--- src/hdl/text_line_to_message_header_framer_assert.svh ---
// Assertion macros for the header framer.
`ifndef TEXT_LINE_TO_MESSAGE_HEADER_FRAMER_ASSERT_SVH
`define TEXT_LINE_TO_MESSAGE_HEADER_FRAMER_ASSERT_SVH

`ifndef SYNTHESIS
`define TLMHF_ASSERT(lbl, clk, rstn, prop, msg) \
	lbl: assert property (@(posedge clk) disable iff (!rstn) prop) else $error(msg);
`define TLMHF_ASSERT_NEXT(lbl, clk, rstn, ante, cons, msg) \
	lbl: assert property (@(posedge clk) disable iff (!rstn) (ante) |=> (cons)) else $error(msg);
`else
`define TLMHF_ASSERT(lbl, clk, rstn, prop, msg)
`define TLMHF_ASSERT_NEXT(lbl, clk, rstn, ante, cons, msg)
`endif

`endif

--- src/hdl/tlmhf_pkg.sv ---
`default_nettype none

package tlmhf_pkg;

	localparam logic [7:0] CH_SPACE  = 8'h20;
	localparam logic [7:0] CH_LPAREN = 8'h28;
	localparam logic [7:0] CH_NL     = 8'h0A;

	localparam int ALIGN_BYTES = 8;
	localparam int ALIGN_W     = $clog2(ALIGN_BYTES);

	typedef enum logic [1:0] {
		SEC_PRE  = 2'd0,
		SEC_DESC = 2'd1,
		SEC_TOK  = 2'd2,
		SEC_PAD  = 2'd3
	} sec_t;

	typedef struct packed {
		logic ready;
		logic emit;
		sec_t sec;
		logic end_run;
		logic end_field;
	} cmd_t;

	typedef struct packed {
		logic in_valid;
		logic in_delim;
		logic skip;
		logic line_started;
		logic delim_q;
		logic slot_free;
		logic sec_last;
		logic len_zero;
		logic pad_zero;
	} st_t;

	function automatic logic is_delim(input logic [7:0] c);
		return (c == CH_SPACE) || (c == CH_LPAREN) || (c == CH_NL);
	endfunction

	function automatic logic [7:0] field_code(input logic [1:0] idx);
		logic [7:0] r;
		unique case (idx)
			2'd0: r = 8'h36;
			2'd1: r = 8'h31;
			2'd2: r = 8'h32;
			default: r = 8'h33;
		endcase
		return r;
	endfunction

	function automatic logic [7:0] field_type(input logic [1:0] idx);
		return (idx == 2'd1) ? 8'h6F : 8'h73;
	endfunction

	function automatic logic [7:0] pre_byte(input logic [3:0] idx, input logic [31:0] serial);
		logic [7:0] r;
		unique case (idx[3:2])
			2'd0: begin
				unique case (idx[1:0])
					2'd0: r = 8'h6C;
					2'd1: r = 8'h31;
					2'd2: r = 8'h30;
					default: r = 8'h31;
				endcase
			end
			2'd2: r = serial[8*idx[1:0] +: 8];
			default: r = 8'h00;
		endcase
		return r;
	endfunction

endpackage

`default_nettype wire

--- src/hdl/tlmhf_ctrl.sv ---
`default_nettype none
`include "text_line_to_message_header_framer_assert.svh"

module tlmhf_ctrl (
	input  wire logic          clk,
	input  wire logic          arst_n,
	input  wire tlmhf_pkg::st_t st,
	output tlmhf_pkg::cmd_t    cmd
);

	localparam logic [2:0] ST_IDLE = 3'd0;
	localparam logic [2:0] ST_PRE  = 3'd1;
	localparam logic [2:0] ST_DESC = 3'd2;
	localparam logic [2:0] ST_TOK  = 3'd3;
	localparam logic [2:0] ST_PAD  = 3'd4;

	logic [2:0] state_q;
	logic [2:0] state_d;

	always_comb begin
		state_d       = state_q;
		cmd.ready     = 1'b0;
		cmd.emit      = 1'b0;
		cmd.sec       = tlmhf_pkg::SEC_PRE;
		cmd.end_run   = 1'b0;
		cmd.end_field = 1'b0;
		unique case (state_q)
			ST_IDLE: begin
				cmd.ready = 1'b1;
				if (st.in_valid && !st.skip) begin
					if (!st.line_started) begin
						state_d = ST_PRE;
					end else if (st.in_delim) begin
						state_d = ST_DESC;
					end
				end
			end
			ST_PRE: begin
				cmd.sec  = tlmhf_pkg::SEC_PRE;
				cmd.emit = st.slot_free;
				if (st.slot_free && st.sec_last) begin
					if (st.delim_q) begin
						state_d = ST_DESC;
					end else begin
						cmd.end_run = 1'b1;
						state_d     = ST_IDLE;
					end
				end
			end
			ST_DESC: begin
				cmd.sec  = tlmhf_pkg::SEC_DESC;
				cmd.emit = st.slot_free;
				if (st.slot_free && st.sec_last) begin
					priority if (!st.len_zero) begin
						state_d = ST_TOK;
					end else if (!st.pad_zero) begin
						state_d = ST_PAD;
					end else begin
						cmd.end_run   = 1'b1;
						cmd.end_field = 1'b1;
						state_d       = ST_IDLE;
					end
				end
			end
			ST_TOK: begin
				cmd.sec  = tlmhf_pkg::SEC_TOK;
				cmd.emit = st.slot_free;
				if (st.slot_free && st.sec_last) begin
					if (!st.pad_zero) begin
						state_d = ST_PAD;
					end else begin
						cmd.end_run   = 1'b1;
						cmd.end_field = 1'b1;
						state_d       = ST_IDLE;
					end
				end
			end
			ST_PAD: begin
				cmd.sec  = tlmhf_pkg::SEC_PAD;
				cmd.emit = st.slot_free;
				if (st.slot_free && st.sec_last) begin
					cmd.end_run   = 1'b1;
					cmd.end_field = 1'b1;
					state_d       = ST_IDLE;
				end
			end
			default: begin
				state_d = ST_IDLE;
			end
		endcase
	end

	always_ff @(posedge clk or negedge arst_n) begin
		if (!arst_n) begin
			state_q <= ST_IDLE;
		end else begin
			state_q <= state_d;
		end
	end

	`TLMHF_ASSERT(a_emit_needs_slot, clk, arst_n, cmd.emit |-> st.slot_free, "beat emitted into a full output register")
	`TLMHF_ASSERT_NEXT(a_pre_exit, clk, arst_n, state_q == ST_PRE && cmd.emit && st.sec_last, state_q == ST_DESC || state_q == ST_IDLE, "bad exit from preamble")
	`TLMHF_ASSERT(a_field_end_ends_run, clk, arst_n, cmd.end_field |-> cmd.end_run, "field end without run end")

endmodule

`default_nettype wire

--- config.mk ---
export PLATFORM = sky130hd
export DESIGN_NAME = tlmhf_ctrl
export DESIGN_NICKNAME = d
export VERILOG_FILES = /design/src/hdl/tlmhf_pkg.sv /design/src/hdl/tlmhf_ctrl.sv
export VERILOG_INCLUDE_DIRS = /design/src /design/src/hdl
export SDC_FILE = /design/constraint.sdc
export NUM_CORES = 1
export LEC_CHECK = 0
export BUFFER_PORTS_ARGS = -buffer_cell sky130_fd_sc_hd__buf_2
export CORE_AREA = 3 3 40 42
export CTS_CLUSTER_SIZE = 25
export DETAILED_ROUTE_END_ITERATION = 8
export DIE_AREA = 0 0 43 45
export PLACE_DENSITY = 0.48
export SLEW_MARGIN = 20
export SYNTH_ARGS = -nofsm -noshare
export SYNTH_HDL_FRONTEND = slang
export SYNTH_SLANG_ARGS = --single-unit
--- constraint.sdc ---
create_clock -name clk -period 2.8 [get_ports clk]
set_input_delay 0.28 -clock clk [delete_from_list [all_inputs] [get_ports clk]]
set_output_delay 0.28 -clock clk [all_outputs]
set_load 0.01 [all_outputs]
Yosys cells after proc, flatten, opt, wreduce, memory -nomap -nowiden
Cells that the tools add are included.
- equal/unequal tests: 10
- multiplexer cells: 21
- reductions and logical operators: 5
- operators by type and width (cell ; number):
    two-way mux 3 bit ; 9
    case mux 4 bit (4 select lines) ; 1
    case mux 3 bit (5 select lines) ; 1
    two-way mux 2 bit ; 6
    != test 2 bit (second input constant) ; 5
    equality test 3 x 2 -> 1 bit (second input constant) ; 2
    AND reduction 6 bit ; 1
    equality test 3 x 1 -> 1 bit (second input constant) ; 1
    equality test 3 bit (second input constant) ; 1
    zero test 3 bit ; 1
    two-way mux 1 bit ; 3
    != test 3 bit (second input constant) ; 1
    case mux 1 bit (3 select lines) ; 1
    logical AND 1 bit ; 2
    zero test 1 bit ; 1
- bits in registers: 3
- input port bits: 11
- output and inout bits: 6
- word-level logic and storage cells: 37

Depth between registers and ports, before layout
Gate-level depths: netlist (run 1).
- word-level depth: 4
- mapped depth: 4
- depth with buffers taken out: 3

Least setup slack after synthesis (run 1)
OpenSTA, ideal clock, no wires.
- path kind: reg2out
- from: register state_q[1]
- to: output cmd[4] in the netlist's numbering
- data arrival time: 1.031 ns
- required time: 2.520 ns
- path slack: 1.489 ns
- stages on the path, launching flop included: 4
- buffers on the path: 1
- cell sequence: dfrtp_1 -> buf_4 -> nor3_2 -> and3b_1
- RTL lines (element ; line ; RTL):
    start, declared ; tlmhf_ctrl.sv:17 ; logic [2:0] state_q;
    start signal, assigned ; tlmhf_ctrl.sv:97 ; state_q <= state_d;
    end, declared ; tlmhf_ctrl.sv:8 ; output tlmhf_pkg::cmd_t cmd

==> results of run 1 <==
-- per-stage QoR --
step,power (mW),std cells
2_1_floorplan,0.2464,43
3_3_place_gp,0.2922,71
3_5_place_dp,0.2894,71
4_1_cts,0.3693,76
5_1_grt,0.3951,76
6_report,0.3616,76
-- worst max-delay path by stage --
stage	cells past startpoint	slack (ps)	end
2_1_floorplan	3	1490	cmd[4]
3_3_place_gp	4	1340	cmd[0]
3_5_place_dp	4	1310	cmd[0]
4_1_cts	4	1060	cmd[0]
5_1_grt	4	950	cmd[0]
6_report	4	1070	cmd[0]
-- kinds of logic after synthesis --
logic type	count (synthesis)
AO/OA/AOI/OAI	13
XOR/XNOR	1
buffers and inverters	5
flip-flops	3
AND/OR/NAND/NOR	21
-- power by group --
| part | switching [mW] | leakage, nW | total (mW) | internal (mW) |
|---|---|---|---|---|
| clock | 0.0209 | 0.0150 | 0.0742 | 0.0533 |
| sequential | 0.0478 | 0.0393 | 0.105 | 0.0571 |
| combinational | 0.0835 | 0.166 | 0.182 | 0.0990 |
| total | 0.152 | 0.220 | 0.362 | 0.209 |
-- final cells by class --
cell class / count / area (sq um)
multi-input combinational: 35 / 240.2
fill: 148 / 827.0
tap: 15 / 18.77
clock buffer: 4 / 26.28
sequential: 3 / 75.07
inverter: 2 / 7.507
timing repair buffer: 17 / 90.09
-- routing by layer --
metal  global-route usage [%]  up-vias  part of all wire [%]
met5                        0        -                     0
li1                         -      189                     -
met2                    14.37        6                    51
met4                    9.036        0                     0
met3                    1.594        0                   3.3
met1                    11.59      160                    46
-- synth_stat cells --
master	n	area [sq um]
sky130_fd_sc_hd__nand2_1	6	22.52
sky130_fd_sc_hd__dfrtp_1	3	75.07
sky130_fd_sc_hd__nor2_1	3	11.26
sky130_fd_sc_hd__o21ai_1	3	15.01
sky130_fd_sc_hd__a21oi_1	2	10.01
sky130_fd_sc_hd__buf_4	2	15.01
sky130_fd_sc_hd__nand2b_1	2	12.51
sky130_fd_sc_hd__nor2b_4	2	27.53
sky130_fd_sc_hd__a21o_1	1	7.510
sky130_fd_sc_hd__a311oi_2	1	15.01
sky130_fd_sc_hd__a31oi_1	1	6.260
sky130_fd_sc_hd__a41oi_1	1	8.760
sky130_fd_sc_hd__and2_1	1	6.260
sky130_fd_sc_hd__and3_1	1	6.260
sky130_fd_sc_hd__and3b_1	1	8.760
sky130_fd_sc_hd__buf_6	1	11.26
sky130_fd_sc_hd__inv_1	1	3.750
sky130_fd_sc_hd__inv_2	1	3.750
sky130_fd_sc_hd__nand3_1	1	5.000
sky130_fd_sc_hd__nand3b_1	1	7.510
sky130_fd_sc_hd__nor3_2	1	10.01
sky130_fd_sc_hd__nor3b_1	1	7.510
sky130_fd_sc_hd__nor4_2	1	12.51
sky130_fd_sc_hd__o211ai_1	1	7.510
sky130_fd_sc_hd__o21bai_1	1	7.510
sky130_fd_sc_hd__o31a_1	1	8.760
sky130_fd_sc_hd__o31ai_1	1	7.510
sky130_fd_sc_hd__xnor2_1	1	8.760
-- repair_timing --
action,CTS,global route
resized for setup,0,0
hold buffers,1,0
hold endpoints to repair,3,0
setup endpoints to repair,0,0
==> impl_metrics.py, run 1 <==
metrics = {
    "clock_tree": {
        "clockBufferDepth": 2,
        "clk_transition_reported_paths_ps": 40,
        "cts.sink_count": 3,
        "cts_tree": "yes",
        "cts_post_setup_buffers_inserted": 0,
        "cts-htree-levels": 1,
        "clk-insertion-delay-late_ps": 230,
        "cts_inserted_buffers": 3,
        "clock-root-buffer": "sky130_fd_sc_hd__clkbuf_4",
    },
    "route": {
        "wl_per_cell_microns": 11.80,
        "route.antenna.remaining_nets": 0,
        "dr_total_vias": 355,
        "1st_iter_drt_viols": 5,
        "drt_first_pass_iters": 2,
        "remaining_drc_errors": 0,
        "wirelength_microns": 897,
        "detail_route.vias_per_cell": 4.671,
    },
    "timing": {
        "slew_headroom_pct": 72.26,
        "tightest_slew_ps": 416.0,
        "finalMaxSlewViolations": 0,
        "period_needed_ps": 1732,
        "hold_viol": 0,
        "setup_viol": 0,
        "worst_hold_slack_ps": 297.2,
        "post-route-worst-setup-slack_ps": 1068,
        "grt_setup_unrepaired": "false",
        "finClkSkew_ps": 2.281,
        "timing.fmax_mhz": 577.3,
        "finalCritPeriodShare_pct": 61.87,
        "final.setup.tns_ps": 0,
    },
    "synth": {
        "post_synth_xor_xnor_area_pct": 2.509,
        "synth.lib_cells_used.distinct": 28,
        "synth-seq-area-share_pct": 21.51,
        "synthesis.yosys.warnings": 0,
        "yosys.area_share.simple_pct": 39.43,
        "largest_family_of_logic_cells_by_synthesized_area": "simple AND/OR/NAND/NOR gates",
        "yosys.area_share.adder_pct": 0,
        "post_synth_inst_count": 43,
        "yosys_register_bits": 3,
        "post_synthesis_instance_area_sq_um": 349.1,
        "syn_avg_cell_area_sq_um": 8.118,
        "synth_nets": 54,
        "synth-compound-area-share_pct": 26.88,
        "share_of_cell_area_taken_by_muxes_after_synthesis_pct": 0,
    },
    "grt": {
        "track_usage_pct": 9.583,
        "first_global_vias": 322,
        "grt_remaining_overflow": 0,
        "pin_count_of_the_biggest_net_entering_global_routing": 15,
        "global_route_wire_length_before_repair_microns": 1345,
        "grt_antenna_before_repair": 0,
    },
    "die": {
        "floorplan.io_pins": 17,
        "number_of_core_rows": 13,
        "die-area_sq_um": 1935,
        "die_x_microns": 43,
        "dieHeight_microns": 45,
        "initial_core_utilization_pct": 27.17,
        "core_region_area_sq_um": 1285,
    },
    "worst_setup_path": {
        "worst_r2r_path_depth": 3,
        "slowest_delay_ps": 590,
        "start_kind": "flop",
        "reg2reg_to": "state_q[0]$_DFFE_PN0P_",
        "timing_worst_setup_path_type": "reg2out",
        "cpLargestDelayFamily": "flip-flops",
        "r2r_slack_ps": 1450,
        "worstPathCellList": "nor2b_4 -> o211ai_1 -> a21oi_1 -> buf_2",
        "crit_buf_inv": 1,
        "worst-path-max-fanout": 14,
        "crit_arrival_ps": 1450,
        "cp-startpoint": "state_q[1]$_DFFE_PN0P_",
        "worst_path_max_delay_cell": "sky130_fd_sc_hd__dfrtp_1",
        "worst_ep_required_time_ps": 2520,
        "worst_r2r_startpoint": "state_q[1]$_DFFE_PN0P_",
        "critical_path.endpoint_type": "output pin",
    },
    "finish": {
        "post-route-cell-area_sq_um": 457.9,
        "antenna_cells": 0,
        "flow.area_growth_from_synthesis_pct": 31.18,
        "registers.top_by_ff_count": "state_q",
        "final_common_cell": "sky130_fd_sc_hd__buf_2",
        "post_route_cells_drive_above_1_share_pct": 40.98,
        "post_layout_nets": 73,
        "most-common-layout-cells": "16 x sky130_fd_sc_hd__buf_2, 6 x sky130_fd_sc_hd__nand2_1",
        "finalCoreUtilization_pct": 35.64,
        "flip_flop_count_of_the_largest_register_all_copies_and_words_added": 3,
        "largest_registers": "state_q: 3 flops",
    },
    "placed_design": {
        "dp_hpwl_microns": 673.8,
        "dpl_worst_slack_ps": 1312,
        "buffer_ports.inserted": 16,
        "gpl.final_weighted_congestion": 0.7395,
        "placedInstanceArea_sq_um": 421.7,
    },
    "outcome": {
        "status": "finished clean",
    },
    "worst_hold_path": {
        "timing.hold.worst_endpoint": "state_q[2]$_DFFE_PN0P_",
        "worst_hold_stages": 2,
        "timing.hold.worst.class": "in2reg",
        "worst_min_delay_path_startpoint": "st[0]",
    },
    "run": {
        "cap_violations": 0,
    },
    "power_and_ir_drop": {
        "power.ir.vdd_worst_v": 0.0003215,
        "power.density_cell_area_nw_per_um2": 789.7,
        "leakage_nw": 0.2201,
    },
}
Note: power is estimated with default switching activity, not from simulation.
==> run 2, diff against run 1 <==
- PLACE_DENSITY: 0.48 -> 0.5
- clock period: 2.8 -> 1.59 ns (I/O delays scaled with it)
==> impl_metrics.py, run 2 (same netlist as run 1, synthesis figures left out) <==
metrics = {
    "timing": {
        "slew_headroom_pct": 72.93,
        "setup_viol": 0,
        "post-route-worst-setup-slack_ps": 127.3,
        "tightest_slew_ps": 406.0,
        "timing.fmax_mhz": 683.7,
        "finalCritPeriodShare_pct": 91.99,
        "finalMaxSlewViolations": 0,
        "worst_hold_slack_ps": 191.4,
        "finClkSkew_ps": 3.248,
        "hold_viol": 0,
        "period_needed_ps": 1463,
        "final.setup.tns_ps": 0,
    },
    "worst_setup_path": {
        "slowest_delay_ps": 460,
        "worst_ep_required_time_ps": 1430,
        "worst-path-max-fanout": 10,
        "cpLargestDelayFamily": "flip-flops",
        "worst_path_max_delay_cell": "sky130_fd_sc_hd__dfrtp_2",
        "critical_path.endpoint_type": "output pin",
        "worstPathCellList": "buf_4 -> and2_1 -> o21ai_1 -> a21oi_1 -> buf_2",
        "crit_arrival_ps": 1300,
        "start_kind": "flop",
        "timing_worst_setup_path_type": "reg2out",
        "crit_buf_inv": 2,
    },
    "grt": {
        "pin_count_of_the_biggest_net_entering_global_routing": 15,
        "track_usage_pct": 10.49,
        "grt_antenna_before_repair": 0,
        "first_global_vias": 370,
        "grt_remaining_overflow": 0,
        "global_route_wire_length_before_repair_microns": 1538,
    },
    "clock_tree": {
        "cts-htree-levels": 1,
        "clk_transition_reported_paths_ps": 40,
        "cts_tree": "yes",
        "cts.sink_count": 3,
        "cts_inserted_buffers": 3,
        "clockBufferDepth": 2,
        "clk-insertion-delay-late_ps": 230,
        "clock-root-buffer": "sky130_fd_sc_hd__clkbuf_4",
    },
    "power_and_ir_drop": {
        "power.ir.vdd_worst_v": 0.0007879,
        "design_power_total_uw": 684.1,
        "leakage_nw": 0.2328,
        "power.density_cell_area_nw_per_um2": 1416,
    },
    "placed_design": {
        "gpl.final_weighted_congestion": 0.7652,
        "dpl_worst_slack_ps": 237.3,
        "placedInstanceArea_sq_um": 421.7,
        "buffer_ports.inserted": 16,
        "dp_hpwl_microns": 634,
    },
    "outcome": {
        "status": "finished clean",
    },
    "die": {
        "floorplan.io_pins": 17,
        "core_region_area_sq_um": 1285,
        "die-area_sq_um": 1935,
        "initial_core_utilization_pct": 27.17,
        "number_of_core_rows": 13,
        "dieHeight_microns": 45,
        "die_x_microns": 43,
    },
    "finish": {
        "flip_flop_count_of_the_largest_register_all_copies_and_words_added": 3,
        "fillCellCount": 145,
        "registers.top_by_ff_count": "state_q",
        "most-common-layout-cells": "16 x sky130_fd_sc_hd__buf_2, 6 x sky130_fd_sc_hd__nand2_1",
        "post-route-cell-area_sq_um": 483.0,
        "largest_registers": "state_q: 3 flops",
        "flow.area_growth_from_synthesis_pct": 38.35,
        "antenna_cells": 0,
        "post_route_cells_drive_above_1_share_pct": 46.88,
        "final_common_cell": "sky130_fd_sc_hd__buf_2",
        "post_layout_nets": 76,
    },
    "route": {
        "drt_first_pass_iters": 4,
        "dr_total_vias": 377,
        "route.antenna.remaining_nets": 0,
        "wirelength_microns": 880,
        "remaining_drc_errors": 0,
        "detail_route.vias_per_cell": 4.772,
        "1st_iter_drt_viols": 8,
        "wl_per_cell_microns": 11.14,
    },
    "run": {
        "cap_violations": 0,
    },
    "worst_hold_path": {
        "timing.hold.worst.class": "in2reg",
    },
}
-- run 2: cell count changes in the layout (fill, tap and decap cells not counted) --
cell,delta
sky130_fd_sc_hd__buf_4,+3
sky130_fd_sc_hd__dfrtp_1,-2
sky130_fd_sc_hd__dfrtp_2,+2
-- run 2: where the power goes --
group	leakage, nW	total [mW]	internal, mW	switching, mW
Clock	0.0150	0.132	0.0940	0.0384
Combinational	0.181	0.374	0.210	0.163
Sequential	0.0367	0.178	0.106	0.0725
-- run 2: area by class of cell --
type                    instances  area, sq um  area share (%)
clock buffers                   4        26.28           5.440
inverters                       2        7.507           1.554
repair buffers                 20        112.6           23.32
flip-flops and latches          3        77.57           16.06
multi-input cells              35        240.2           49.74
well taps                      15        18.77           3.886
-- run 2: path summary, 6_finish.rpt --
path	from	end	slack [ps]	depth (start not counted)
setup / recovery	state_q[1]$_DFFE_PN0P_	cmd[1]	130	5
hold reg to reg	state_q[2]$_DFFE_PN0P_	state_q[1]$_DFFE_PN0P_	680	1
min in group asynchronous	arst_n	state_q[1]$_DFFE_PN0P_	250	2
max in group asynchronous	arst_n	state_q[0]$_DFFE_PN0P_	1220	2
hold / removal	st[0]	state_q[2]$_DFFE_PN0P_	190	2
setup reg to reg	state_q[2]$_DFFE_PN0P_	state_q[0]$_DFFE_PN0P_	420	3
-- run 2: metal layers --
layer / GRT usage [%] / up-vias / routed length, microns
li1: - / 195 / -
met1: 13.25 / 164 / 444
met2: 15.57 / 18 / 368
met3: 2.789 / 0 / 67
met4: 7.229 / 0 / 0
met5: 0 / - / 0
-- run 2: through the flow --
step,std cells,utilization [%]
2_1_floorplan,43,-
3_3_place_gp,71,32.81
3_5_place_dp,71,32.81
4_1_cts,76,35.74
5_1_grt,79,37.59
6_report,79,37.59
-- run 2: repair_timing --
| action | 4_1_cts | 5_1_grt |
|---|---|---|
| resized for setup | 1 | 1 |
| endpoints found under the hold margin | 3 | 0 |
| hold buffers | 1 | 0 |
| setup endpoints to repair | 1 | 1 |
| buffers inserted | 0 | 3 |
| gates cloned | 0 | 0 |
