$ cat config.mk
export PLATFORM = sky130hd
export DESIGN_NAME = tlmhf_dp_flat
export DESIGN_NICKNAME = d
export VERILOG_FILES = /design/src/hdl/tlmhf_pkg.sv /design/src/hdl/tlmhf_in_if.sv /design/src/hdl/tlmhf_out_if.sv /design/src/hdl/tlmhf_ram.sv /design/src/hdl/tlmhf_dp.sv /design/src/flat_wrapper.sv
export VERILOG_INCLUDE_DIRS = /design/src /design/src/hdl
export SDC_FILE = /design/constraint.sdc
export NUM_CORES = 1
export LEC_CHECK = 0
export ABC_CLOCK_PERIOD_IN_PS = 6200
export BUFFER_PORTS_ARGS = -buffer_cell sky130_fd_sc_hd__buf_2
export CAP_MARGIN = 20
export CORE_UTILIZATION = 40
export DETAILED_ROUTE_END_ITERATION = 16
export PLACE_DENSITY_LB_ADDON = 0.12
export SLEW_MARGIN = 25
export SYNTH_ARGS = -nofsm -noshare
export SYNTH_HDL_FRONTEND = slang
export SYNTH_HIERARCHICAL = 1
export SYNTH_SLANG_ARGS = --single-unit
export TNS_END_PERCENT = 20
$ cat constraint.sdc
create_clock -name clk -period 6.2 [get_ports clk]
set_input_delay 0.93 -clock clk [delete_from_list [all_inputs] [get_ports clk]]
set_output_delay 0.93 -clock clk [all_outputs]
set_load 0.01 [all_outputs]
$ cat src/hdl/text_line_to_message_header_framer_assert.svh
// Assertion macros for the header framer.
`ifndef TEXT_LINE_TO_MESSAGE_HEADER_FRAMER_ASSERT_SVH
`define TEXT_LINE_TO_MESSAGE_HEADER_FRAMER_ASSERT_SVH

`ifndef SYNTHESIS
`define TLMHF_ASSERT(lbl, clk, rstn, prop, msg) \
	lbl: assert property (@(posedge clk) disable iff (!rstn) prop) else $error(msg);
`define TLMHF_ASSERT_NEXT(lbl, clk, rstn, ante, cons, msg) \
	lbl: assert property (@(posedge clk) disable iff (!rstn) (ante) |=> (cons)) else $error(msg);
`else
`define TLMHF_ASSERT(lbl, clk, rstn, prop, msg)
`define TLMHF_ASSERT_NEXT(lbl, clk, rstn, ante, cons, msg)
`endif

`endif

$ cat src/hdl/tlmhf_pkg.sv
`default_nettype none

package tlmhf_pkg;

	localparam logic [7:0] CH_SPACE  = 8'h20;
	localparam logic [7:0] CH_LPAREN = 8'h28;
	localparam logic [7:0] CH_NL     = 8'h0A;

	localparam int ALIGN_BYTES = 8;
	localparam int ALIGN_W     = $clog2(ALIGN_BYTES);

	typedef enum logic [1:0] {
		SEC_PRE  = 2'd0,
		SEC_DESC = 2'd1,
		SEC_TOK  = 2'd2,
		SEC_PAD  = 2'd3
	} sec_t;

	typedef struct packed {
		logic ready;
		logic emit;
		sec_t sec;
		logic end_run;
		logic end_field;
	} cmd_t;

	typedef struct packed {
		logic in_valid;
		logic in_delim;
		logic skip;
		logic line_started;
		logic delim_q;
		logic slot_free;
		logic sec_last;
		logic len_zero;
		logic pad_zero;
	} st_t;

	function automatic logic is_delim(input logic [7:0] c);
		return (c == CH_SPACE) || (c == CH_LPAREN) || (c == CH_NL);
	endfunction

	function automatic logic [7:0] field_code(input logic [1:0] idx);
		logic [7:0] r;
		unique case (idx)
			2'd0: r = 8'h36;
			2'd1: r = 8'h31;
			2'd2: r = 8'h32;
			default: r = 8'h33;
		endcase
		return r;
	endfunction

	function automatic logic [7:0] field_type(input logic [1:0] idx);
		return (idx == 2'd1) ? 8'h6F : 8'h73;
	endfunction

	function automatic logic [7:0] pre_byte(input logic [3:0] idx, input logic [31:0] serial);
		logic [7:0] r;
		unique case (idx[3:2])
			2'd0: begin
				unique case (idx[1:0])
					2'd0: r = 8'h6C;
					2'd1: r = 8'h31;
					2'd2: r = 8'h30;
					default: r = 8'h31;
				endcase
			end
			2'd2: r = serial[8*idx[1:0] +: 8];
			default: r = 8'h00;
		endcase
		return r;
	endfunction

endpackage

`default_nettype wire

$ cat src/hdl/tlmhf_in_if.sv
`default_nettype none

interface tlmhf_in_if;
	logic       valid;
	logic       ready;
	logic [7:0] ch;

	modport source (output valid, output ch, input ready);
	modport sink (input valid, input ch, output ready);
endinterface

`default_nettype wire

$ cat src/hdl/tlmhf_out_if.sv
`default_nettype none

interface tlmhf_out_if;
	logic       valid;
	logic       ready;
	logic [7:0] out_byte;
	logic       last_of_run;
	logic       header_done;
	logic       token_truncated;

	modport source (output valid, output out_byte, output last_of_run,
		output header_done, output token_truncated, input ready);
	modport sink (input valid, input out_byte, input last_of_run,
		input header_done, input token_truncated, output ready);
endinterface

`default_nettype wire

$ cat src/hdl/tlmhf_ram.sv
`default_nettype none

module tlmhf_ram #(
	parameter int WIDTH = 8,
	parameter int DEPTH = 48
) (
	input  wire logic                     clk,
	input  wire logic                     we,
	input  wire logic [$clog2(DEPTH)-1:0] waddr,
	input  wire logic [WIDTH-1:0]         wdata,
	input  wire logic [$clog2(DEPTH)-1:0] raddr,
	output logic      [WIDTH-1:0]         rdata
);

	logic [WIDTH-1:0] mem_q [DEPTH];

	always_ff @(posedge clk) begin
		if (we) begin
			mem_q[waddr] <= wdata;
		end
		rdata <= mem_q[raddr];
	end

endmodule

`default_nettype wire

$ cat src/hdl/tlmhf_dp.sv
`default_nettype none
`include "text_line_to_message_header_framer_assert.svh"

module tlmhf_dp #(
	parameter int MAX_TOKEN = 48
) (
	input  wire logic             clk,
	input  wire logic             arst_n,
	input  wire logic             serial_we,
	input  wire logic [31:0]      serial_wdata,
	tlmhf_in_if.sink              text,
	tlmhf_out_if.source           hdr,
	input  wire tlmhf_pkg::cmd_t  cmd,
	output tlmhf_pkg::st_t        st
);

	localparam int CW = $clog2(MAX_TOKEN + 1);
	localparam int AW = $clog2(MAX_TOKEN);
	localparam int ALIGN_WL = tlmhf_pkg::ALIGN_W;

	logic [31:0]  serial_q;
	logic [2:0]   field_idx_q;
	logic         line_started_q;
	logic [CW-1:0] count_q;
	logic         ovf_q;
	logic         delim_q;
	logic         nl_q;
	logic [CW-1:0] byte_q;
	logic [CW-1:0] byte_d;
	logic         out_valid_q;
	logic [7:0]   out_byte_q;
	logic         out_last_q;
	logic         out_hd_q;
	logic         out_tr_q;

	logic         accept;
	logic         in_delim;
	logic         in_nl;
	logic         skip;
	logic         room;
	logic [ALIGN_WL-1:0] pad_len;
	logic         sec_last;
	logic [7:0]   gen_byte;
	logic [7:0]   rdata;

	assign accept   = text.valid && cmd.ready;
	assign in_delim = tlmhf_pkg::is_delim(text.ch);
	assign in_nl    = (text.ch == tlmhf_pkg::CH_NL);
	assign skip     = field_idx_q[2];
	assign room     = (count_q < CW'(MAX_TOKEN));
	assign pad_len  = ALIGN_WL'(ALIGN_WL'(0) - count_q[ALIGN_WL-1:0]);

	always_comb begin
		unique case (cmd.sec)
			tlmhf_pkg::SEC_PRE:  sec_last = (byte_q == CW'(15));
			tlmhf_pkg::SEC_DESC: sec_last = (byte_q == CW'(7));
			tlmhf_pkg::SEC_TOK:  sec_last = ((byte_q + CW'(1)) == count_q);
			default:             sec_last = ((byte_q + CW'(1)) == CW'(pad_len));
		endcase
	end

	always_comb begin
		unique case (cmd.sec)
			tlmhf_pkg::SEC_PRE: begin
				gen_byte = tlmhf_pkg::pre_byte(byte_q[3:0], serial_q);
			end
			tlmhf_pkg::SEC_DESC: begin
				unique case (byte_q[2:0])
					3'd0: gen_byte = tlmhf_pkg::field_code(field_idx_q[1:0]);
					3'd1: gen_byte = 8'h31;
					3'd2: gen_byte = tlmhf_pkg::field_type(field_idx_q[1:0]);
					3'd4: gen_byte = 8'(count_q);
					default: gen_byte = 8'h00;
				endcase
			end
			tlmhf_pkg::SEC_TOK: gen_byte = rdata;
			default:            gen_byte = 8'h00;
		endcase
	end

	always_comb begin
		byte_d = byte_q;
		if (cmd.emit) begin
			byte_d = sec_last ? '0 : byte_q + CW'(1);
		end
	end

	tlmhf_ram #(
		.WIDTH (8),
		.DEPTH (MAX_TOKEN)
	) u_store (
		.clk   (clk),
		.we    (accept && !skip && !in_delim && room),
		.waddr (count_q[AW-1:0]),
		.wdata (text.ch),
		.raddr (byte_d[AW-1:0]),
		.rdata (rdata)
	);

	always_ff @(posedge clk or negedge arst_n) begin
		if (!arst_n) begin
			serial_q       <= 32'd1;
			field_idx_q    <= '0;
			line_started_q <= 1'b0;
			count_q        <= '0;
			ovf_q          <= 1'b0;
			delim_q        <= 1'b0;
			nl_q           <= 1'b0;
			byte_q         <= '0;
			out_valid_q    <= 1'b0;
		end else begin
			byte_q <= byte_d;
			if (serial_we) begin
				serial_q <= serial_wdata;
			end
			if (accept) begin
				if (skip) begin
					if (in_nl) begin
						field_idx_q    <= '0;
						line_started_q <= 1'b0;
						count_q        <= '0;
						ovf_q          <= 1'b0;
					end
				end else begin
					line_started_q <= 1'b1;
					delim_q        <= in_delim;
					nl_q           <= in_nl;
					if (!in_delim) begin
						if (room) begin
							count_q <= count_q + CW'(1);
						end else begin
							ovf_q <= 1'b1;
						end
					end
				end
			end
			if (cmd.emit && cmd.end_field) begin
				count_q <= '0;
				ovf_q   <= 1'b0;
				if (nl_q) begin
					field_idx_q    <= '0;
					line_started_q <= 1'b0;
				end else begin
					field_idx_q <= field_idx_q + 3'd1;
				end
			end
			if (cmd.emit) begin
				out_valid_q <= 1'b1;
			end else if (hdr.ready) begin
				out_valid_q <= 1'b0;
			end
		end
	end

	always_ff @(posedge clk) begin
		if (cmd.emit) begin
			out_byte_q <= gen_byte;
			out_last_q <= cmd.end_run;
			out_hd_q   <= cmd.end_field && (field_idx_q == 3'd3);
			out_tr_q   <= (cmd.sec != tlmhf_pkg::SEC_PRE) && ovf_q;
		end
	end

	assign text.ready          = cmd.ready;
	assign hdr.valid           = out_valid_q;
	assign hdr.out_byte        = out_byte_q;
	assign hdr.last_of_run     = out_last_q;
	assign hdr.header_done     = out_hd_q;
	assign hdr.token_truncated = out_tr_q;

	assign st.in_valid     = text.valid;
	assign st.in_delim     = in_delim;
	assign st.skip         = skip;
	assign st.line_started = line_started_q;
	assign st.delim_q      = delim_q;
	assign st.slot_free    = !out_valid_q || hdr.ready;
	assign st.sec_last     = sec_last;
	assign st.len_zero     = (count_q == '0);
	assign st.pad_zero     = (pad_len == '0);

	`TLMHF_ASSERT(a_done_is_last, clk, arst_n, (out_valid_q && out_hd_q) |-> out_last_q, "header done on a beat that does not end the run")
	`TLMHF_ASSERT(a_count_bound, clk, arst_n, count_q <= CW'(MAX_TOKEN), "token count above buffer size")
	`TLMHF_ASSERT(a_field_idx_bound, clk, arst_n, field_idx_q <= 3'd4, "field index past fourth field")

endmodule

`default_nettype wire

$ cat src/flat_wrapper.sv
// flat-port wrapper written by rule: the top's interface ports become plain ports
module tlmhf_dp_flat 
#(
	parameter int MAX_TOKEN = 48
)
  (clk, arst_n, serial_we, serial_wdata, cmd, st, text_valid, text_ch, text_ready, hdr_valid, hdr_out_byte, hdr_last_of_run, hdr_header_done, hdr_token_truncated, hdr_ready);
  tlmhf_in_if text_i ();
  tlmhf_out_if hdr_i ();
  input  wire logic clk;
  input  wire logic arst_n;
  input  wire logic serial_we;
  input  wire logic [31:0] serial_wdata;
  input  wire tlmhf_pkg::cmd_t cmd;
  output tlmhf_pkg::st_t st;
  input wire logic [$bits(text_i.valid)-1:0] text_valid;
  input wire logic [$bits(text_i.ch)-1:0] text_ch;
  output wire logic [$bits(text_i.ready)-1:0] text_ready;
  output wire logic [$bits(hdr_i.valid)-1:0] hdr_valid;
  output wire logic [$bits(hdr_i.out_byte)-1:0] hdr_out_byte;
  output wire logic [$bits(hdr_i.last_of_run)-1:0] hdr_last_of_run;
  output wire logic [$bits(hdr_i.header_done)-1:0] hdr_header_done;
  output wire logic [$bits(hdr_i.token_truncated)-1:0] hdr_token_truncated;
  input wire logic [$bits(hdr_i.ready)-1:0] hdr_ready;
  assign text_i.valid = text_valid;
  assign text_i.ch = text_ch;
  assign text_ready = text_i.ready;
  assign hdr_valid = hdr_i.valid;
  assign hdr_out_byte = hdr_i.out_byte;
  assign hdr_last_of_run = hdr_i.last_of_run;
  assign hdr_header_done = hdr_i.header_done;
  assign hdr_token_truncated = hdr_i.token_truncated;
  assign hdr_i.ready = hdr_ready;
  tlmhf_dp #(.MAX_TOKEN(MAX_TOKEN)) u_core (.clk(clk), .arst_n(arst_n), .serial_we(serial_we), .serial_wdata(serial_wdata), .text(text_i), .hdr(hdr_i), .cmd(cmd), .st(st));
endmodule
== Word level (Yosys, flattened, before mapping) ==
Memory sizes are Yosys's and may differ from the RTL's. A register that Yosys moved wholly into a read port is not among the register bits.
Cells that the tools add are included.
Cells by class
  bitwise logic cells: 1
  $lt $le $gt $ge: 1
  shifts and indexed selects: 1
  eq/ne operators: 20
  reduce and logical (&&, ||, !) cells: 30
  $add $sub $neg: 4
  multiplexer cells: 35
Operator list (count)
  $mux W6: 8
  $pmux W8 S4: 1
  $shiftx A32 B6 Y8: 1
  $pmux W8 S3: 1
  $eq A8 B6 Y1 const B: 2
  $pmux W8 S2: 1
  $mux W1: 15
  $mux W3: 5
  $pmux W7 S2: 1
  $add A6 B1 Y6 const B: 2
  $reduce_bool A2 Y1: 5
  $pmux W3 S3: 1
  $eq A2 B2 Y1 const B: 4
  $eq A8 B4 Y1 const B: 1
  $logic_not A2 Y1: 4
  $reduce_and A4 Y1: 2
  $logic_and A1 B1 Y1: 7
  $eq A3 B2 Y1 const B: 2
  $eq A6 B3 Y1: 1
  $eq A6 B3 Y1 const B: 1
  $eq A6 B4 Y1 const B: 1
  $eq A6 B6 Y1: 1
  $logic_not A3 Y1: 2
  $logic_not A6 Y1: 1
  16 further kinds: 22
Storage, ports and cells
  register bits after elaboration: 63
  bits in writable memories: 384
  bits of input ports: 51
  logic and storage cells: 107
  memories kept: 1
Memory list
  u_core.u_store.mem_q: depth 48, width 8, rd ports 1, clocked after Yosys merged registers in 1, wr ports 1, RTL line tlmhf_ram.sv:15  | logic [WIDTH-1:0] mem_q [DEPTH];

== Depth between registers and ports, before layout ==
  depth in word-level cells: 8
  mapped depth: 16
  gate-level depth less buffers: 13

== Hierarchy ==
The synthesis kept the hierarchy.
By module, submodules not included
  tlmhf_ram: cells an instance 793, times used 1, area each 15349.7 um^2, seq. area each 11691.2 um^2
  tlmhf_dp: cells an instance 331, times used 1, area each 3598.5 um^2, seq. area each 1632.8 um^2

== Worst setup path before layout ==
OpenSTA, ideal clock, no wires.
  path type: in2reg
  start: input cmd[3] (netlist name)
  end: register u_core.u_store.rdata[0] (read register of u_core.u_store.mem_q)
  stages: 13
  arrival time: 3.417 ns
  slack: 2.649 ns
  buffers on the path: 3
  library setup time: 0.134 ns
  cells stage by stage: nor2b_1 > buf_4 > nand2_1 > xnor2_1 > and3b_1 > o21a_2 > o22ai_1 > buf_2 > buf_1 > mux4_2 > mux4_2 > nand2_1 > o41ai_2
On the way
  longest elaborated chain between the ends: 4
Ends and longest elaborated chain
  start, declared: RTL line flat_wrapper.sv:13  | input wire tlmhf_pkg::cmd_t cmd;
  $eq A2 B2 Y1 (tied with other cells): RTL line tlmhf_dp.sv:54  | unique case (cmd.sec)
  $pmux W1 S3 *: RTL line tlmhf_dp.sv:54
  $mux W6 *: RTL line tlmhf_dp.sv:84  | byte_d = sec_last ? '0 : byte_q + CW'(1);
  $mux W6 *: RTL line tlmhf_dp.sv:83  | if (cmd.emit) begin
  net u_core.byte_d[1]: RTL line tlmhf_dp.sv:29  | logic [CW-1:0] byte_d;
  end, declared: RTL line tlmhf_ram.sv:12  | output logic [WIDTH-1:0] rdata
Mark *: on every way through the listed nets, which the timed path passes. The rest lies on a longest branch.
A chain may end at the register's enable or synchronous reset.

== Final worst setup path ==
  start: register u_core.byte_q[1]
  end: register u_core.u_store.rdata[6] (read register of u_core.u_store.mem_q)
On the way
  longest elaborated chain between the ends: 5
Ends and longest elaborated chain
  start, declared: RTL line tlmhf_dp.sv:28  | logic [CW-1:0] byte_q;
  start signal, assigned: RTL line tlmhf_dp.sv:112  | byte_q <= byte_d;
  $add A6 B1 Y6: RTL line tlmhf_dp.sv:57, tlmhf_dp.sv:58, tlmhf_dp.sv:84
  $eq A6 B3 Y1 or $eq A6 B6 Y1 (tied branches): RTL line tlmhf_dp.sv:58, tlmhf_dp.sv:57
  $pmux W1 S3: RTL line tlmhf_dp.sv:54
  $mux W6: RTL line tlmhf_dp.sv:84
  $mux W6 *: RTL line tlmhf_dp.sv:83
  net u_core.byte_d[1]: RTL line tlmhf_dp.sv:29
Marked as above.

==> impl.org <==
** Drt
- Number of search-and-repair iterations in the first detailed-routing pass :: 11
- DR DRC count :: 2
- The routed design has 44200 um of wire.
- After detailed routing, the average wire length per cell comes to about 24 um.
- The routed layout has ~10k vias.
- Once detail routing completed, the nets flagged for antenna violations numbered 0.
- In the routed layout, each cell is associated on average with a via count of 5.42.
- In this run, the number of DRC markers left after iteration 0 of detailed routing was 660.

** Final layout
- Most common library cell in the layout ignoring fill and taps :: edfxtp_1
- In the final layout, the share of cells above drive strength 1 is 0.225.
- Commonest cells after routing, fill and taps aside :: 395 x edfxtp_1, 132 x mux2i_1, 71 x buf_2
- The number of antenna diodes in the final layout is 0.
- The finished layout holds about 1.9k standard cells, fillers aside.
- Synthesis-to-finish area growth :: 13.4%
- Net count, final :: roughly 1.3k
- Summing all non-filler instances in the final layout gives an area of approximately 0.021 mm2.
- Once layout is complete, the utilization of the core stands at 0.460.

** Synth
- A synthesized cell averages approximately 17 um2.
- Synthesis handed over a netlist of ~1.1k instances.
- Synthesis warning total :: 6
- Number of register bits inferred by synthesis :: about 460
- The cell area that synthesis handed to floorplanning was approximately 0.019 mm2.
- The share of the Yosys chip area taken by registers is 0.703.
- Counting flops with an async set or reset pin after synthesis yields a share of 0.114.
- Counting every net in the synthesized netlist gives roughly 1.2k.
- Dominant synthesized flop cell :: edfxtp_1
- Synthesis instantiated 62 different standard cells from the library.
- Count of flip-flops with a built-in enable after synthesis :: around 400

** STA
- The number of pins exceeding their max-slew limit in the final report is 0.
- Setup violations remaining at the end of the flow were counted as 0.
- At the pin with the least slew margin, the transition time is around 1.1 ns.
- Setup repair after global routing left no endpoint under its margin.
- Min cycle time layout :: 4.60 ns
- Largest clock skew in the final design :: approximately 0.012 ns
- Dividing the final minimum period by the clock period gives 0.742.
- Summed over all failing endpoints, the final setup total negative slack is 0 ns.
- Fmax achieved :: 217 MHz
- Final hold violation count :: 0
- Max-slew headroom :: 0.287

** Placed design
- Summing all placed instances gives a cell area of ~0.020 mm2.
- DP HPWL :: 28700 um
- Including well taps, the total number of placed cells is 1765.
- # port buffers :: 72
- Gp weighted congestion :: slightly above 0.8

** Worst setup path
- The worst setup path is launched from a flip-flop.
- Counting cells, the worst reg-to-reg path comes to 14.
- The setup check on the worst reg-to-reg path leaves a slack of 1.60 ns.
- Tracing the worst setup path back leads to its startpoint at u_core/byte_q[1].
- Signal arrival time at the worst endpoint :: between 5 and 6 ns
- The startpoint identified for the worst register-to-register timing path is u_core/byte_q[1].
- Critical path fanouts, max :: 36
- STA classifies the critical path endpoint as a flip-flop.
- The worst register-to-register path ends at u_core/u_store/rdata[6].
- Critical path class :: reg -> reg
- STA puts the critical path data required time at about 6.7 ns.

** CTS
- Resize count post-CTS :: 0
- H-tree levels :: 2
- The clock passes through at most 3 buffers.
- Clock transition time at the flip-flop clock pins of the worst setup and hold paths :: ~0.060 ns
- The clock net in this run drives a total of around 460 sinks.
- Cts-stage hold buffer count :: 0
- Cell at the root of the clock tree :: clkbuf_16
- Counting the buffers created by CTS gives 49.
- TritonCTS built the clock tree.
- Clock Latency Late Sink :: ~0.57 ns
- Post-CTS setup repair buffer count :: 0

** Die
- The core region is 0.0467 mm2.
- Cell row count :: between 70 and 80
- The die covers a little under 0.05 mm2.
- In this run the count of I/O pins placed on the die edge is 73.
- In this run the horizontal extent of the chip is ~220 um.
- Initial core utilization :: 0.406
- The die is 220 um tall.

** Min path
- Hold Crit Class :: in -> async

** Run status
- The run finished, with violations left.
- The final reports fail on design-rule violations.

** Global route
- Pin count of the biggest net entering global routing :: 54
- The first global-routing pass estimated 65300 um of wire.
- Summed over all layers, the global routing overflow is 0.
- Initial antenna violation count :: 0
- Across every metal layer, demand over resource in global routing totals 0.187.
- Number of global-route vias before repair :: ~10k

** Pwr
- IR analysis of the VDD net gives a maximum drop of between 200 and 300 uV.
- For this design the ratio of total power to cell area is ~380 mW/mm2.
- Static leakage :: 0.00746 uW

** Job
- Max_cap viols :: 0
==> worst max path at each step <==
stage,to,cells past startpoint
after floorplan,u_core/u_store/rdata[0],13
after global placement,u_core/u_store/rdata[0],12
after detailed placement,u_core/u_store/rdata[0],12
after CTS,u_core/u_store/rdata[2],14
after global routing,u_core/u_store/rdata[2],14
final,u_core/u_store/rdata[6],14
==> synth_stat cells (all sizes together) (3+ instances only) <==
cell type,count,area share
a21oi,40,0.011
a221oi,16,0.0074
a22o,16,0.0074
a22oi,34,0.013
and2,3,0.00099
buf,51,0.019
clkbuf,21,0.0042
dfrtp,51,0.067
dfxtp,8,0.0085
edfxtp,395,0.63
ha,13,0.0086
inv,13,0.0026
mux2,35,0.021
mux2i,132,0.070
mux4,48,0.057
nand2,37,0.0073
nand2b,11,0.0036
nand3,18,0.0050
nand3b,3,0.0012
nor2,71,0.014
nor2b,12,0.0041
nor3,10,0.0026
nor4,3,0.00099
o21ai,14,0.0037
o22ai,14,0.0046
o41ai,9,0.0073
or3,5,0.0017
xnor2,6,0.0028
xor2,6,0.0028
==> worst max-delay path, stage by stage, from the launching register on <==
cell and delay (ns):
dfrtp_1 0.75, ha_1 0.38, nand3_2 0.13, xnor2_1 0.26, mux2_2 0.37, a211oi_2 0.21, o21a_2 0.30, o22ai_4 0.11
buf_4 0.29, nor2b_2 0.22, buf_4 0.27, a22o_1 0.27, a221oi_1 0.40, o22ai_1 0.19, o41ai_2 0.32
==> per-layer routing <==
metal / wire length [um] / part of all wire / vias up / GRT usage
met5: 0 / 0 / - / 0
li1: - / - / 4602 / -
met3: 1770 / 0.040 / 65 / 0.0309
met1: 20700 / 0.47 / 5173 / 0.271
met2: 20900 / 0.47 / 196 / 0.293
met4: 894 / 0.020 / 0 / 0.0439
==> report_power, final <==
part / total [uW] / switching, uW / leakage, uW / internal (uW)
Clock: 2730 / 1150 / 0.000739 / 1590
Combinational: 1800 / 1060 / 0.00248 / 740
Sequential: 3570 / 133 / 0.00425 / 3440
Total: 8110 / 2340 / 0.00746 / 5770
==> cells by family (layout without fill, tap and decap cells) <==
family | after synthesis | count (layout) | share of synthesized area
flip-flops | 455 | 455 | 0.703
multiplexers | 215 | 215 | 0.148
AND/OR/NAND/NOR | 187 | 187 | 0.0482
AO/OA/AOI/OAI | 157 | 157 | 0.0615
buffers and inverters | 85 | 207 | 0.0254
adder cells (fa/ha/maj) | 13 | 13 | 0.00858
XOR/XNOR | 12 | 12 | 0.00555
==> per-stage QoR <==
step / power (uW) / hold slack, ns / worst slack [ns]
global route: 8440 / 0.495 / 1.40
global placement: 5440 / 0.486 / 1.28
detailed placement: 5450 / 0.491 / 1.22
floorplan: 4820 / 0.475 / 2.65
CTS: 8210 / 0.491 / 1.60
finish: 8110 / 0.489 / 1.60
==> flip-flops by register name, indices dropped and copies added, names as in the netlist, 3 cells and up <==
register,flops
u_core/u_store/mem_q,384
u_core/serial_q,32
u_core/hdr.out_byte,8
u_core/u_store/rdata,8
u_core/byte_q,6
u_core/count_q,6
u_core/field_idx_q,3
==> final cells by class <==
cell class	instances	area, um2
timing repair buffer	106	656
inverter	13	48.8
multi-input combinational	584	5190
tap	607	759
clock buffer	61	1320
fill	4078	25200
clock inverter	27	178
sequential	455	13300
No activity file was read; power rests on OpenSTA's default activity.
